## src/hdl/mbbp_pkg.sv

```systemverilog
package mbbp_pkg;

	localparam int MAX_TOKEN   = 48;
	localparam int TAIL_LIMIT  = 1024;
	localparam int WIN_DEPTH   = MAX_TOKEN + 4;
	localparam int FILL_W      = $clog2(WIN_DEPTH + 1);
	localparam int CNT_W       = $clog2(TAIL_LIMIT + 2);
	localparam int TOKEN_WORDS = 6;
	localparam int TOKEN_BYTES = 8 * TOKEN_WORDS;
	localparam int SIZE_W      = 48;
	localparam int TLEN_W      = 6;
	localparam int WORD_W      = 64;
	localparam int REG_IDX_W   = 3;
	localparam int QDEPTH      = 4;
	localparam int QPTR_W      = $clog2(QDEPTH);
	localparam int QCNT_W      = $clog2(QDEPTH + 1);

	localparam logic [7:0] CH_CR     = 8'h0D;
	localparam logic [7:0] CH_LF     = 8'h0A;
	localparam logic [7:0] CH_HYPHEN = 8'h2D;

	typedef enum logic [REG_IDX_W-1:0] {
		REG_TOKEN_LENGTH  = 3'd0,
		REG_TOKEN_WORD_0  = 3'd1,
		REG_TOKEN_WORD_1  = 3'd2,
		REG_TOKEN_WORD_2  = 3'd3,
		REG_TOKEN_WORD_3  = 3'd4,
		REG_TOKEN_WORD_4  = 3'd5,
		REG_TOKEN_WORD_5  = 3'd6,
		REG_EXPECTED_SIZE = 3'd7
	} reg_idx_t;

	typedef enum logic [2:0] {
		ST_PAYLOAD  = 3'd0,
		ST_OK       = 3'd1,
		ST_TRAILING = 3'd2,
		ST_HEADER   = 3'd3,
		ST_SIZE     = 3'd4
	} status_t;

	typedef struct packed {
		logic [7:0] out_byte;
		logic [2:0] status;
		logic       is_last;
	} result_t;

	typedef struct packed {
		logic    pay_vld;
		result_t pay;
		logic    end_vld;
		result_t fin;
	} push_t;

	typedef struct packed {
		logic step;
		logic pop;
		logic ins;
		logic ins_up;
		logic active;
	} cell_ctl_t;

endpackage

```

## src/hdl/mbbp_ifs.sv

```systemverilog
interface mbbp_in_if;
	logic       valid;
	logic       ready;
	logic [7:0] in_byte;
	logic       end_of_response;

	modport source (output valid, output in_byte, output end_of_response, input ready);
	modport sink (input valid, input in_byte, input end_of_response, output ready);
endinterface

interface mbbp_out_if;
	logic       valid;
	logic       ready;
	logic [7:0] out_byte;
	logic [2:0] status;
	logic       is_last;

	modport source (output valid, output out_byte, output status, output is_last, input ready);
	modport sink (input valid, input out_byte, input status, input is_last, output ready);
endinterface

interface mbbp_cfg_if;
	logic        valid;
	logic        ready;
	logic [2:0]  index;
	logic [63:0] data;

	modport source (output valid, output index, output data, input ready);
	modport sink (input valid, input index, input data, output ready);
endinterface

```

## src/hdl/mbbp_cell.sv

```systemverilog
module mbbp_cell (
	input  logic                clk,
	input  mbbp_pkg::cell_ctl_t ctl,
	input  logic [7:0]          new_byte,
	input  logic [7:0]          up_byte,
	input  logic [7:0]          bnd_byte,
	output logic [7:0]          held_byte,
	output logic [7:0]          cur_byte,
	output logic                eq
);

	logic [7:0] byte_q;

	assign held_byte = byte_q;
	assign cur_byte  = ctl.ins ? new_byte : byte_q;
	assign eq        = !ctl.active || (cur_byte == bnd_byte);

	always_ff @(posedge clk) begin
		if (ctl.step) begin
			if (ctl.pop) begin
				byte_q <= ctl.ins_up ? new_byte : up_byte;
			end else begin
				byte_q <= cur_byte;
			end
		end
	end

endmodule

```

## src/hdl/mbbp_outq.sv

```systemverilog
module mbbp_outq (
	input  logic                clk,
	input  logic                arst_n,
	input  mbbp_pkg::push_t     push,
	output logic                room,
	mbbp_out_if.source          out_ch
);

	mbbp_pkg::result_t                    mem_q [mbbp_pkg::QDEPTH];
	logic [mbbp_pkg::QPTR_W-1:0]          wr_q;
	logic [mbbp_pkg::QPTR_W-1:0]          rd_q;
	logic [mbbp_pkg::QCNT_W-1:0]          cnt_q;
	mbbp_pkg::result_t                    first;
	logic [1:0]                           n_push;
	logic                                 pop;

	always_comb begin
		first  = push.pay_vld ? push.pay : push.fin;
		n_push = 2'(push.pay_vld) + 2'(push.end_vld);
	end

	assign pop              = out_ch.valid && out_ch.ready;
	assign room             = cnt_q <= mbbp_pkg::QCNT_W'(mbbp_pkg::QDEPTH - 2);
	assign out_ch.valid     = cnt_q != '0;
	assign out_ch.out_byte  = mem_q[rd_q].out_byte;
	assign out_ch.status    = mem_q[rd_q].status;
	assign out_ch.is_last   = mem_q[rd_q].is_last;

	always_ff @(posedge clk or negedge arst_n) begin
		if (!arst_n) begin
			wr_q  <= '0;
			rd_q  <= '0;
			cnt_q <= '0;
		end else begin
			wr_q  <= wr_q + mbbp_pkg::QPTR_W'(n_push);
			rd_q  <= rd_q + mbbp_pkg::QPTR_W'(pop);
			cnt_q <= cnt_q + mbbp_pkg::QCNT_W'(n_push) - mbbp_pkg::QCNT_W'(pop);
		end
	end

	always_ff @(posedge clk) begin
		if (n_push != 2'd0) begin
			mem_q[wr_q] <= first;
		end
		if (n_push == 2'd2) begin
			mem_q[wr_q + mbbp_pkg::QPTR_W'(1)] <= push.fin;
		end
	end

endmodule

```

## src/hdl/multipart_byterange_body_parser.sv

```systemverilog
// A result word is written into the output queue when its body byte is accepted and is offered from the queue in order.
// Throughput: one body byte per cycle; the end-of-response byte can give two
// words, and input stalls while the output queue holds more than two words.
// The boundary window is a row of byte cells compared in parallel, combinationally.
// Reset (arst_n low, async) clears parser state, queue and registers to their
// defaults; window cell bytes are not reset.
module multipart_byterange_body_parser (
	input  logic         clk,
	input  logic         arst_n,
	mbbp_in_if.sink      body_in,
	mbbp_out_if.source   result_out,
	mbbp_cfg_if.sink     cfg
);

	typedef enum logic [2:0] {
		M_PAYLOAD,
		M_AFTER0,
		M_AFTER1,
		M_HEADER,
		M_FINAL,
		M_HDRERR
	} mode_t;

	localparam int FW = mbbp_pkg::FILL_W;
	localparam int CW = mbbp_pkg::CNT_W;
	localparam int WD = mbbp_pkg::WIN_DEPTH;

	logic [mbbp_pkg::TLEN_W-1:0]   tlen_q;
	logic [mbbp_pkg::WORD_W-1:0]   tok_q [mbbp_pkg::TOKEN_WORDS];
	logic [mbbp_pkg::SIZE_W-1:0]   exp_q;

	mode_t                         mode_q, mode_nx;
	logic [FW-1:0]                 fill_q, fill_nx;
	logic [7:0]                    fab_q, fab_nx;
	logic [1:0]                    crlf_q, crlf_nx;
	logic [CW-1:0]                 hc_q, hc_nx;
	logic [CW-1:0]                 tail_q, tail_nx;
	logic [mbbp_pkg::SIZE_W-1:0]   wr_q, wr_nx;

	logic                          accept;
	logic                          room;
	logic [FW-1:0]                 blen;
	logic [FW-1:0]                 fill_ins;
	logic                          check;
	logic                          match;
	logic                          emit;
	logic                          pop;
	logic [CW-1:0]                 hc_inc;
	logic [2:0]                    f1, f2, fh;
	mbbp_pkg::status_t             st;
	mbbp_pkg::push_t               push;

	logic [7:0]                    held [WD];
	logic [7:0]                    cur [WD];
	logic [WD-1:0]                 eq;

	function automatic logic [2:0] crlf_feed(input logic [1:0] p, input logic [7:0] b);
		logic [7:0] want;
		logic [2:0] r;
		want = p[0] ? mbbp_pkg::CH_LF : mbbp_pkg::CH_CR;
		if (b == want) begin
			r = (p == 2'd3) ? 3'b100 : {1'b0, p + 2'd1};
		end else begin
			r = {2'b00, b == mbbp_pkg::CH_CR};
		end
		return r;
	endfunction

	assign cfg.ready    = 1'b1;
	assign body_in.ready = room;
	assign accept       = body_in.valid && room;

	always_ff @(posedge clk or negedge arst_n) begin
		if (!arst_n) begin
			tlen_q <= mbbp_pkg::TLEN_W'(1);
			exp_q  <= '0;
			for (int w = 0; w < mbbp_pkg::TOKEN_WORDS; w++) begin
				tok_q[w] <= '0;
			end
		end else if (cfg.valid) begin
			case (mbbp_pkg::reg_idx_t'(cfg.index))
				mbbp_pkg::REG_TOKEN_LENGTH: begin
					tlen_q <= cfg.data[mbbp_pkg::TLEN_W-1:0];
				end
				mbbp_pkg::REG_EXPECTED_SIZE: begin
					exp_q <= cfg.data[mbbp_pkg::SIZE_W-1:0];
				end
				default: begin
					tok_q[cfg.index - 3'(mbbp_pkg::REG_TOKEN_WORD_0)] <= cfg.data;
				end
			endcase
		end
	end

	always_comb begin
		if (tlen_q == '0) begin
			blen = FW'(5);
		end else if (int'(tlen_q) > mbbp_pkg::MAX_TOKEN) begin
			blen = FW'(mbbp_pkg::MAX_TOKEN + 4);
		end else begin
			blen = FW'(tlen_q) + FW'(4);
		end
	end

	assign fill_ins = (fill_q < FW'(WD)) ? fill_q + FW'(1) : fill_q;
	assign check    = fill_ins >= blen;
	assign match    = &eq;
	assign pop      = check && !match;
	assign emit     = accept && (mode_q == M_PAYLOAD) && pop && (wr_q < exp_q);

	for (genvar i = 0; i < WD; i++) begin : g_cell
		mbbp_pkg::cell_ctl_t ctl;
		logic [7:0]          bnd;
		logic [7:0]          up;

		if (i == 0) begin : g_b
			assign bnd = mbbp_pkg::CH_CR;
		end else if (i == 1) begin : g_b
			assign bnd = mbbp_pkg::CH_LF;
		end else if (i < 4) begin : g_b
			assign bnd = mbbp_pkg::CH_HYPHEN;
		end else if (i - 4 < mbbp_pkg::TOKEN_BYTES) begin : g_b
			assign bnd = tok_q[(i - 4) / 8][((i - 4) % 8) * 8 +: 8];
		end else begin : g_b
			assign bnd = 8'h00;
		end

		if (i == WD - 1) begin : g_u
			assign up         = 8'h00;
			assign ctl.ins_up = 1'b0;
		end else begin : g_u
			assign up         = held[i+1];
			assign ctl.ins_up = fill_q == FW'(i + 1);
		end

		assign ctl.step   = accept && (mode_q == M_PAYLOAD);
		assign ctl.pop    = pop;
		assign ctl.ins    = fill_q == FW'(i);
		assign ctl.active = FW'(i) < blen;

		mbbp_cell u_cell (
			.clk       (clk),
			.ctl       (ctl),
			.new_byte  (body_in.in_byte),
			.up_byte   (up),
			.bnd_byte  (bnd),
			.held_byte (held[i]),
			.cur_byte  (cur[i]),
			.eq        (eq[i])
		);
	end

	always_comb begin
		mode_nx = mode_q;
		fill_nx = fill_q;
		fab_nx  = fab_q;
		crlf_nx = crlf_q;
		hc_nx   = hc_q;
		tail_nx = tail_q;
		wr_nx   = emit ? wr_q + mbbp_pkg::SIZE_W'(1) : wr_q;
		hc_inc  = (hc_q < CW'(mbbp_pkg::TAIL_LIMIT)) ? hc_q + CW'(1) : hc_q;
		f1      = crlf_feed(2'd0, fab_q);
		f2      = crlf_feed(f1[1:0], body_in.in_byte);
		fh      = crlf_feed(crlf_q, body_in.in_byte);
		case (mode_q)
			M_PAYLOAD: begin
				if (!check) begin
					fill_nx = fill_ins;
				end else if (match) begin
					fill_nx = '0;
					mode_nx = M_AFTER0;
				end else begin
					fill_nx = fill_ins - FW'(1);
				end
			end
			M_AFTER0: begin
				fab_nx  = body_in.in_byte;
				mode_nx = M_AFTER1;
			end
			M_AFTER1: begin
				if (fab_q == mbbp_pkg::CH_HYPHEN && body_in.in_byte == mbbp_pkg::CH_HYPHEN) begin
					tail_nx = '0;
					mode_nx = M_FINAL;
				end else begin
					crlf_nx = f2[1:0];
					hc_nx   = CW'(2);
					mode_nx = M_HEADER;
				end
			end
			M_HEADER: begin
				hc_nx   = hc_inc;
				crlf_nx = fh[1:0];
				if (fh[2]) begin
					fill_nx = '0;
					hc_nx   = '0;
					mode_nx = M_PAYLOAD;
				end else if (hc_inc >= CW'(mbbp_pkg::TAIL_LIMIT)) begin
					mode_nx = M_HDRERR;
				end
			end
			M_FINAL: begin
				if (tail_q <= CW'(mbbp_pkg::TAIL_LIMIT)) begin
					tail_nx = tail_q + CW'(1);
				end
			end
			default: begin
			end
		endcase

		if (mode_nx == M_HDRERR || mode_nx == M_HEADER || mode_nx == M_AFTER0 ||
				mode_nx == M_AFTER1) begin
			st = mbbp_pkg::ST_HEADER;
		end else if (mode_nx == M_FINAL && tail_nx > CW'(mbbp_pkg::TAIL_LIMIT)) begin
			st = mbbp_pkg::ST_TRAILING;
		end else if (wr_nx != exp_q) begin
			st = mbbp_pkg::ST_SIZE;
		end else begin
			st = mbbp_pkg::ST_OK;
		end

		push.pay_vld          = emit;
		push.pay.out_byte     = cur[0];
		push.pay.status       = mbbp_pkg::ST_PAYLOAD;
		push.pay.is_last      = 1'b0;
		push.end_vld          = accept && body_in.end_of_response;
		push.fin.out_byte     = 8'h00;
		push.fin.status       = st;
		push.fin.is_last      = 1'b1;
	end

	always_ff @(posedge clk or negedge arst_n) begin
		if (!arst_n) begin
			mode_q <= M_PAYLOAD;
			fill_q <= '0;
			fab_q  <= '0;
			crlf_q <= '0;
			hc_q   <= '0;
			tail_q <= '0;
			wr_q   <= '0;
		end else if (accept) begin
			if (body_in.end_of_response) begin
				mode_q <= M_PAYLOAD;
				fill_q <= '0;
				fab_q  <= '0;
				crlf_q <= '0;
				hc_q   <= '0;
				tail_q <= '0;
				wr_q   <= '0;
			end else begin
				mode_q <= mode_nx;
				fill_q <= fill_nx;
				fab_q  <= fab_nx;
				crlf_q <= crlf_nx;
				hc_q   <= hc_nx;
				tail_q <= tail_nx;
				wr_q   <= wr_nx;
			end
		end
	end

	mbbp_outq u_outq (
		.clk    (clk),
		.arst_n (arst_n),
		.push   (push),
		.room   (room),
		.out_ch (result_out)
	);

endmodule
```

## src/flat_wrapper.sv

```systemverilog
// flat-port wrapper written by rule: the top's interface ports become plain ports
module multipart_byterange_body_parser_flat 
  (clk, arst_n, body_in_valid, body_in_in_byte, body_in_end_of_response, body_in_ready, result_out_valid, result_out_out_byte, result_out_status, result_out_is_last, result_out_ready, cfg_valid, cfg_index, cfg_data, cfg_ready);
  mbbp_in_if body_in_i ();
  mbbp_out_if result_out_i ();
  mbbp_cfg_if cfg_i ();
  input  logic clk;
  input  logic arst_n;
  input wire logic [$bits(body_in_i.valid)-1:0] body_in_valid;
  input wire logic [$bits(body_in_i.in_byte)-1:0] body_in_in_byte;
  input wire logic [$bits(body_in_i.end_of_response)-1:0] body_in_end_of_response;
  output wire logic [$bits(body_in_i.ready)-1:0] body_in_ready;
  output wire logic [$bits(result_out_i.valid)-1:0] result_out_valid;
  output wire logic [$bits(result_out_i.out_byte)-1:0] result_out_out_byte;
  output wire logic [$bits(result_out_i.status)-1:0] result_out_status;
  output wire logic [$bits(result_out_i.is_last)-1:0] result_out_is_last;
  input wire logic [$bits(result_out_i.ready)-1:0] result_out_ready;
  input wire logic [$bits(cfg_i.valid)-1:0] cfg_valid;
  input wire logic [$bits(cfg_i.index)-1:0] cfg_index;
  input wire logic [$bits(cfg_i.data)-1:0] cfg_data;
  output wire logic [$bits(cfg_i.ready)-1:0] cfg_ready;
  assign body_in_i.valid = body_in_valid;
  assign body_in_i.in_byte = body_in_in_byte;
  assign body_in_i.end_of_response = body_in_end_of_response;
  assign body_in_ready = body_in_i.ready;
  assign result_out_valid = result_out_i.valid;
  assign result_out_out_byte = result_out_i.out_byte;
  assign result_out_status = result_out_i.status;
  assign result_out_is_last = result_out_i.is_last;
  assign result_out_i.ready = result_out_ready;
  assign cfg_i.valid = cfg_valid;
  assign cfg_i.index = cfg_index;
  assign cfg_i.data = cfg_data;
  assign cfg_ready = cfg_i.ready;
  multipart_byterange_body_parser u_core (.clk(clk), .arst_n(arst_n), .body_in(body_in_i), .result_out(result_out_i), .cfg(cfg_i));
endmodule
```

## config.mk

```make
export PLATFORM = sky130hd
export DESIGN_NAME = multipart_byterange_body_parser_flat
export DESIGN_NICKNAME = d
export VERILOG_FILES = /design/src/hdl/mbbp_pkg.sv /design/src/hdl/mbbp_ifs.sv /design/src/hdl/mbbp_cell.sv /design/src/hdl/mbbp_outq.sv /design/src/hdl/multipart_byterange_body_parser.sv /design/src/flat_wrapper.sv
export SDC_FILE = /design/constraint.sdc
export NUM_CORES = 2
export LEC_CHECK = 0
export BUFFER_PORTS_ARGS = -buffer_cell sky130_fd_sc_hd__buf_2
export CORE_MARGIN = 2
export CORE_UTILIZATION = 25
export CTS_CLUSTER_SIZE = 8
export DETAILED_ROUTE_END_ITERATION = 8
export GPL_TIMING_DRIVEN = 0
export PLACE_DENSITY = 0.45
export REMOVE_ABC_BUFFERS = 1
export SYNTH_ARGS = -nofsm -noshare
export SYNTH_HDL_FRONTEND = slang
export SYNTH_HIERARCHICAL = 1
export SYNTH_SLANG_ARGS = --single-unit
```

## constraint.sdc

```tcl
create_clock -name clk -period 7.9 [get_ports clk]
set_input_delay 0.395 -clock clk [delete_from_list [all_inputs] [get_ports clk]]
set_output_delay 0.395 -clock clk [all_outputs]
set_load 0.005 [all_outputs]
```

# Word-level counts from Yosys, hierarchy flattened

Memory sizes are Yosys's and may differ from the RTL's.
Index checks and enable logic that the tools add are counted.

Flip-flop bits (word level): 950
Bits in latches: 0
RAM bits: 48
ROM bits: 0
Output and inout bits: 15
Word-level logic and storage cells: 563
Memories: 1

Add/subtract/negate cells: 15
$mul: 0
Div/mod/pow operators: 0
Order comparisons: 63
Equal/unequal tests: 125
Shifts and indexed selects: 0
Muxes and demuxes: 152
Bitwise logic cells: 2
Reductions and logical operators: 135

Memories:

| memory              | words | width | rd ports | clocked after Yosys merged registers in | write ports | line           | text |
|---|---|---|---|---|---|---|---|
| u_core.u_outq.mem_q | 4     | 12    | 1        | 0                                       | 2           | mbbp_outq.sv:9 | `mbbp_pkg::result_t mem_q [mbbp_pkg::QDEPTH];` |

Operators with widths:

| operator              | count |
|---|---|
| $mux 8                | 105 |
| $eq 8x8->1            | 50 |
| $bwmux 384            | 1 |
| $demux 64 s3          | 1 |
| $eq 6x6->1 const B    | 20 |
| $lt 6x6->1 const A    | 20 |
| $eq 6x5->1 const B    | 16 |
| $lt 5x6->1 const A    | 16 |
| $mux 48               | 2 |
| $mux 11               | 7 |
| $mux 64               | 1 |
| $logic_or 1x1->1      | 55 |
| $logic_not 1->1       | 53 |
| $reduce_and 52->1     | 1 |
| $add 48x1->48 const B | 1 |
| $eq 6x4->1 const B    | 8 |
| $lt 4x6->1 const A    | 8 |
| $lt 48x48->1          | 1 |
| $ne 48x48->1          | 1 |
| $pmux 11 s2           | 2 |
| $mux 6                | 7 |
| $mux 3                | 13 |
| $eq 8x4->1 const B    | 4 |
| $eq 8x6->1 const B    | 4 |
| other kinds (51)      | 95 |

# Longest topological paths before layout

Depth in word-level cells: 17
Depth in mapped cells: 29
Depth with buffers taken out: 26

# Cells and area by module

The synthesis kept the hierarchy.

By module, submodules not included:

| module                          | times used | cells each | area an instance (um^2) |
|---|---|---|---|
| mbbp_cell                       | 52         | 55         | 629.4 |
| multipart_byterange_body_parser | 1          | 2,287      | 25,914.9 |
| mbbp_outq                       | 1          | 216        | 3,031.7 |

# Worst setup path before layout

OpenSTA, ideal clock, no wires.

Path type: reg2reg
Start: reg u_core/u_outq/cnt_q[0] in the netlist's numbering
End: mem u_core/u_outq/mem_q[0][3] in the netlist's numbering, data pin
Setup time: 275 ps
Arrival time: 8,534 ps
Required time: 7,625 ps
Path slack: -909 ps
Cell stages (with the launch flop): 16
Buffers on the path: 1
Clock period less this slack: 8,809 ps
Cell sequence: dfrtp_1 > a21oi_1 > and2_1 > nand3b_2 > inv_2 > and3_1 > buf_6 > and3_4 > nand3_2 > or3_1 > a221o_1 > or4_1 > or4_4 > o21ba_1 > nand2b_1 > o221ai_1

RTL lines:

| what                   | line            | text |
|---|---|---|
| from (decl)            | mbbp_outq.sv:12 | `logic [mbbp_pkg::QCNT_W-1:0] cnt_q;` |
| from (signal assigned) | mbbp_outq.sv:37 | `cnt_q <= cnt_q + mbbp_pkg::QCNT_W'(n_push) - mbbp_pkg::QCNT_W'(pop);` |
| to (decl)              | mbbp_outq.sv:9  |  |

==> results.json <==
{
  "yosysTopAreaCell": "edfxtp_1",
  "syn2layout_area_growth_pct": 16.00,
  "insertion_delay_ps": 800,
  "ys_seq_area_frac": 0.4426,
  "fin_util": 0.2912,
  "crit_required_ps": 8490,
  "clkTransAtPathRegs_ps": 60,
  "ys_warn_count": 6,
  "finalHoldViolCount": 0,
  "cts_tree": "yes",
  "hold_path.class": "in2reg",
  "grt_pass1_vias": 42883,
  "start_util": 0.2510,
  "overflow": 0,
  "die_x_um": 500.7,
  "cp_slowest_cell": "o21ai_1",
  "fin_crit_sh": 0.9707,
  "routedWlPerCell_um": 25.23,
  "num_rows": 182,
  "postRouteAntennaNets": 0,
  "synthFlopType": "dfrtp_1",
  "dpl_cell_area_mm2": 0.06704,
  "path_buf_inv": 3,
  "post-cts-setup-buffers": 0,
  "path_depth": 21,
  "cp-start-kind": "flip-flop",
  "max_stage_delay_ps": 670,
  "seq_area_mm2": 0.02730,
  "slew_headroom": 0.05279,
  "synthTopCellsByArea": "edfxtp_1 (23%), dfrtp_1 (22%), mux2_4 (10%), mux2_2 (8.1%), mux2i_1 (6.9%)",
  "cts.sinks": 998,
  "gp_congestion": 0.8809,
  "die_height_um": 500.7,
  "crit_fanout": 44,
  "peakVddDrop_mv": 0.2404,
  "stdcell_area_mm2": 0.07154,
  "end_kind": "flip-flop",
  "synth_top_area_frac": 0.2259,
  "wl_mm": 221.7,
  "cp_cell_sequence": "inv_1 > ha_1 > nand2_1 > nor2_4 > buf_8 > mux2_4 > xnor2_1 > nand4_1 > o21ai_1 > nand4_1 > nor4_4 > and4_2 > nor3_2 > nand2_1 > inv_4 > mux2i_1 > nand4_1 > or4_4 > o31ai_2 > nand2_1 > o221ai_1",
  "clockRootBuffer": "clkbuf_16",
  "vias": 43525,
  "finalPower_mw": 24.93,
  "core_area_mm2": 0.2457,
  "ff2ff_setup_slack_ps": 230,
  "synth-edff-count": 464,
  "finalNetCount": 5609,
  "p_per_area_mw_per_mm2": 348.5,
  "drv_slew": 0,
  "period_needed_ps": 7669,
  "syn_inst": 5363,
  "ys_ff_latch": 998,
  "total_leakage_power_nw": 26.30,
  "critPathLaunch": "u_core/fill_q[0]$_DFFE_PN0P_",
  "finalSetupViolCount": 0,
  "viasPerCell": 4.953,
  "synth_cell_type_count": 101,
  "drv_cap": 0,
  "first_pass_iters": 5,
  "nFillCells": 25146,
  "die_area_mm2": 0.2507,
  "setup_tns_ps": 0,
  "r2r_end": "u_core/u_outq/mem_q[0][1]$_DFFE_PP_",
  "dr.first_iter.drc_count": 3684,
  "dp.cells": 8522,
  "grtUsageTotal": 0.1731,
  "layout-drive-gt1-share": 0.2555,
  "cts_max_path_buffers": 3,
  "port_buffers": 94,
  "async_flop_share": 0.5351,
  "grt_max_degree": 102,
  "grt_pass1_wl_mm": 318.1,
  "path_class": "reg2reg",
  "ff2ff_path_depth": 21,
  "r2r_start": "u_core/fill_q[0]$_DFFE_PN0P_",
  "finalClockSkew_ps": 41.90,
  "rsz0062_at_grt": "false",
  "syn_area_mm2": 0.06167,
  "fmax_ghz": 0.1304,
  "multiInputGateArea_mm2": 0.03276,
  "cp.arrival_ps": 8260,
  "cts_buffers": 144,
  "drc": 0,
  "cts_max_level": 4,
  "outcome": "finished clean",
  "crit_family": "simple AND/OR/NAND/NOR gates",
  "holdWs_ps": 68.06,
  "post-place-ws_ps": -2042,
  "worst-slew-pin-transition_ps": 1421,
  "critPathCapture": "u_core/u_outq/mem_q[0][1]$_DFFE_PP_",
  "syn_area_per_cell_um2": 11.50,
  "boundaryPins": 96,
  "fin_cells": 8788,
  "hpwl_mm": 153.1,
  "worst_slack_ps": 231.5,
  "antenna_found_initial": 51
}
==> power breakdown <==
group,internal [mW],switching [mW]
clock network,3.51,2.54
logic,4.50,5.60
registers,7.69,1.09
==> cells by family after synthesis <==
logic type | count (synthesis) | synth area share
other | 2 | 0.0001218
AND/OR/NAND/NOR | 1198 | 0.09318
XOR/XNOR | 493 | 0.07634
multiplexers | 1294 | 0.2552
buffers and inverters | 435 | 0.03571
flip-flops | 998 | 0.4426
adder cells (fa/ha/maj) | 74 | 0.01513
AO/OA/AOI/OAI | 869 | 0.08174
==> layout by cell type, fill, tap and decap left out, types with 52 or more instances in the layout <==
cell type  count
o21ai_1       62
conb_1        73
dfrtp_1      533
xnor2_2       52
edfxtp_1     464
buf_2         84
clkbuf_1      91
buf_8         57
clkbuf_16    148
o21ai_0      124
ha_1          73
mux2_2       441
mux2i_1      425
nand4_1      161
xnor2_1      414
a21oi_1      494
nor2_1       504
nand2_1      190
inv_1         93
mux2_4       416
==> routing by layer <==
| layer | vias to the layer above | routed length [um] | part of all wire | track usage |
|---|---|---|---|---|
| li1 | 19759 | - | - | - |
| met1 | 22174 | 101800 | 0.46 | 0.2413 |
| met2 | 1289 | 102700 | 0.46 | 0.2786 |
| met3 | 299 | 10280 | 0.046 | 0.02077 |
| met4 | 4 | 6999 | 0.032 | 0.05332 |
| met5 | - | 23 | 0.00010 | 0 |
==> worst register-to-register path, stage by stage, from the launching register on <==
cell,delay (ps)
dfrtp_1,470
inv_1,150
ha_1,380
nand2_1,340
nor2_4,440
buf_8,210
mux2_4,320
xnor2_1,180
nand4_1,200
o21ai_1,670
nand4_1,270
nor4_4,580
and4_2,520
nor3_2,200
nand2_1,390
inv_4,300
mux2i_1,330
nand4_1,140
or4_4,600
o31ai_2,370
nand2_1,140
o221ai_1,240
==> Yosys cell counts, types with 31 or more instances <==
| library cell | instances |
|---|---|
| a21oi_1 | 496 |
| buf_6 | 58 |
| clkbuf_1 | 197 |
| clkbuf_2 | 53 |
| dfrtp_1 | 533 |
| edfxtp_1 | 464 |
| ha_1 | 73 |
| inv_1 | 93 |
| mux2_2 | 441 |
| mux2_4 | 416 |
| mux2i_1 | 425 |
| nand2_1 | 191 |
| nand2b_1 | 40 |
| nand3_1 | 49 |
| nand4_1 | 161 |
| nor2_1 | 556 |
| nor4_1 | 31 |
| o21ai_0 | 124 |
| o21ai_1 | 63 |
| o221ai_1 | 39 |
| xnor2_1 | 414 |
| xnor2_2 | 52 |
==> state kept, by name, indices dropped and copies added, names as in the netlist, 8 cells and up <==
signal	count
u_core/exp_q	48
u_core/g_cell.bnd	384
u_core/wr_q	48
u_core/hc_q	11
u_core/g_cell.u_cell/held_byte	416
u_core/tail_q	11
u_core/fab_q	8
u_core/u_outq/mem_q	48
==> cell type report <==
type | instances | area share
Multi-Input combinational cell | 4001 | 0.4579
Clock inverter | 14 | 0.003463
Antenna cell | 6 | 0.0002099
Tap cell | 3220 | 0.05632
Timing Repair Buffer | 211 | 0.03853
Inverter | 98 | 0.005334
Clock buffer | 240 | 0.05674
Sequential cell | 998 | 0.3816
==> what timing repair did <==
action                                  in CTS  in global routing
pin swaps                                    0                  1
endpoints found under the hold margin      223                  0
gates resized for setup                     17                  7
hold buffers                                 4                  0
endpoints found under the setup margin     111                 51
==> worst min-delay path by stage <==
stage / cells past startpoint / endpoint / from
global route: 2 / u_core/g_cell[34].bnd[2]$_DFFE_PN0P_ / cfg_data[50]
finish: 2 / u_core/g_cell[50].bnd[2]$_DFFE_PN0P_ / cfg_data[50]
global placement: 2 / u_core/crlf_q[1]$_DFFE_PN0P_ / u_core/crlf_q[1]$_DFFE_PN0P_
floorplan: 0 / u_core/crlf_q[0]$_DFFE_PN0P_ / arst_n
detailed placement: 1 / u_core/hc_q[5]$_DFFE_PN0P_ / arst_n
CTS: 2 / u_core/g_cell[26].bnd[2]$_DFFE_PN0P_ / cfg_data[50]
Power figures use the tool's default switching activity.
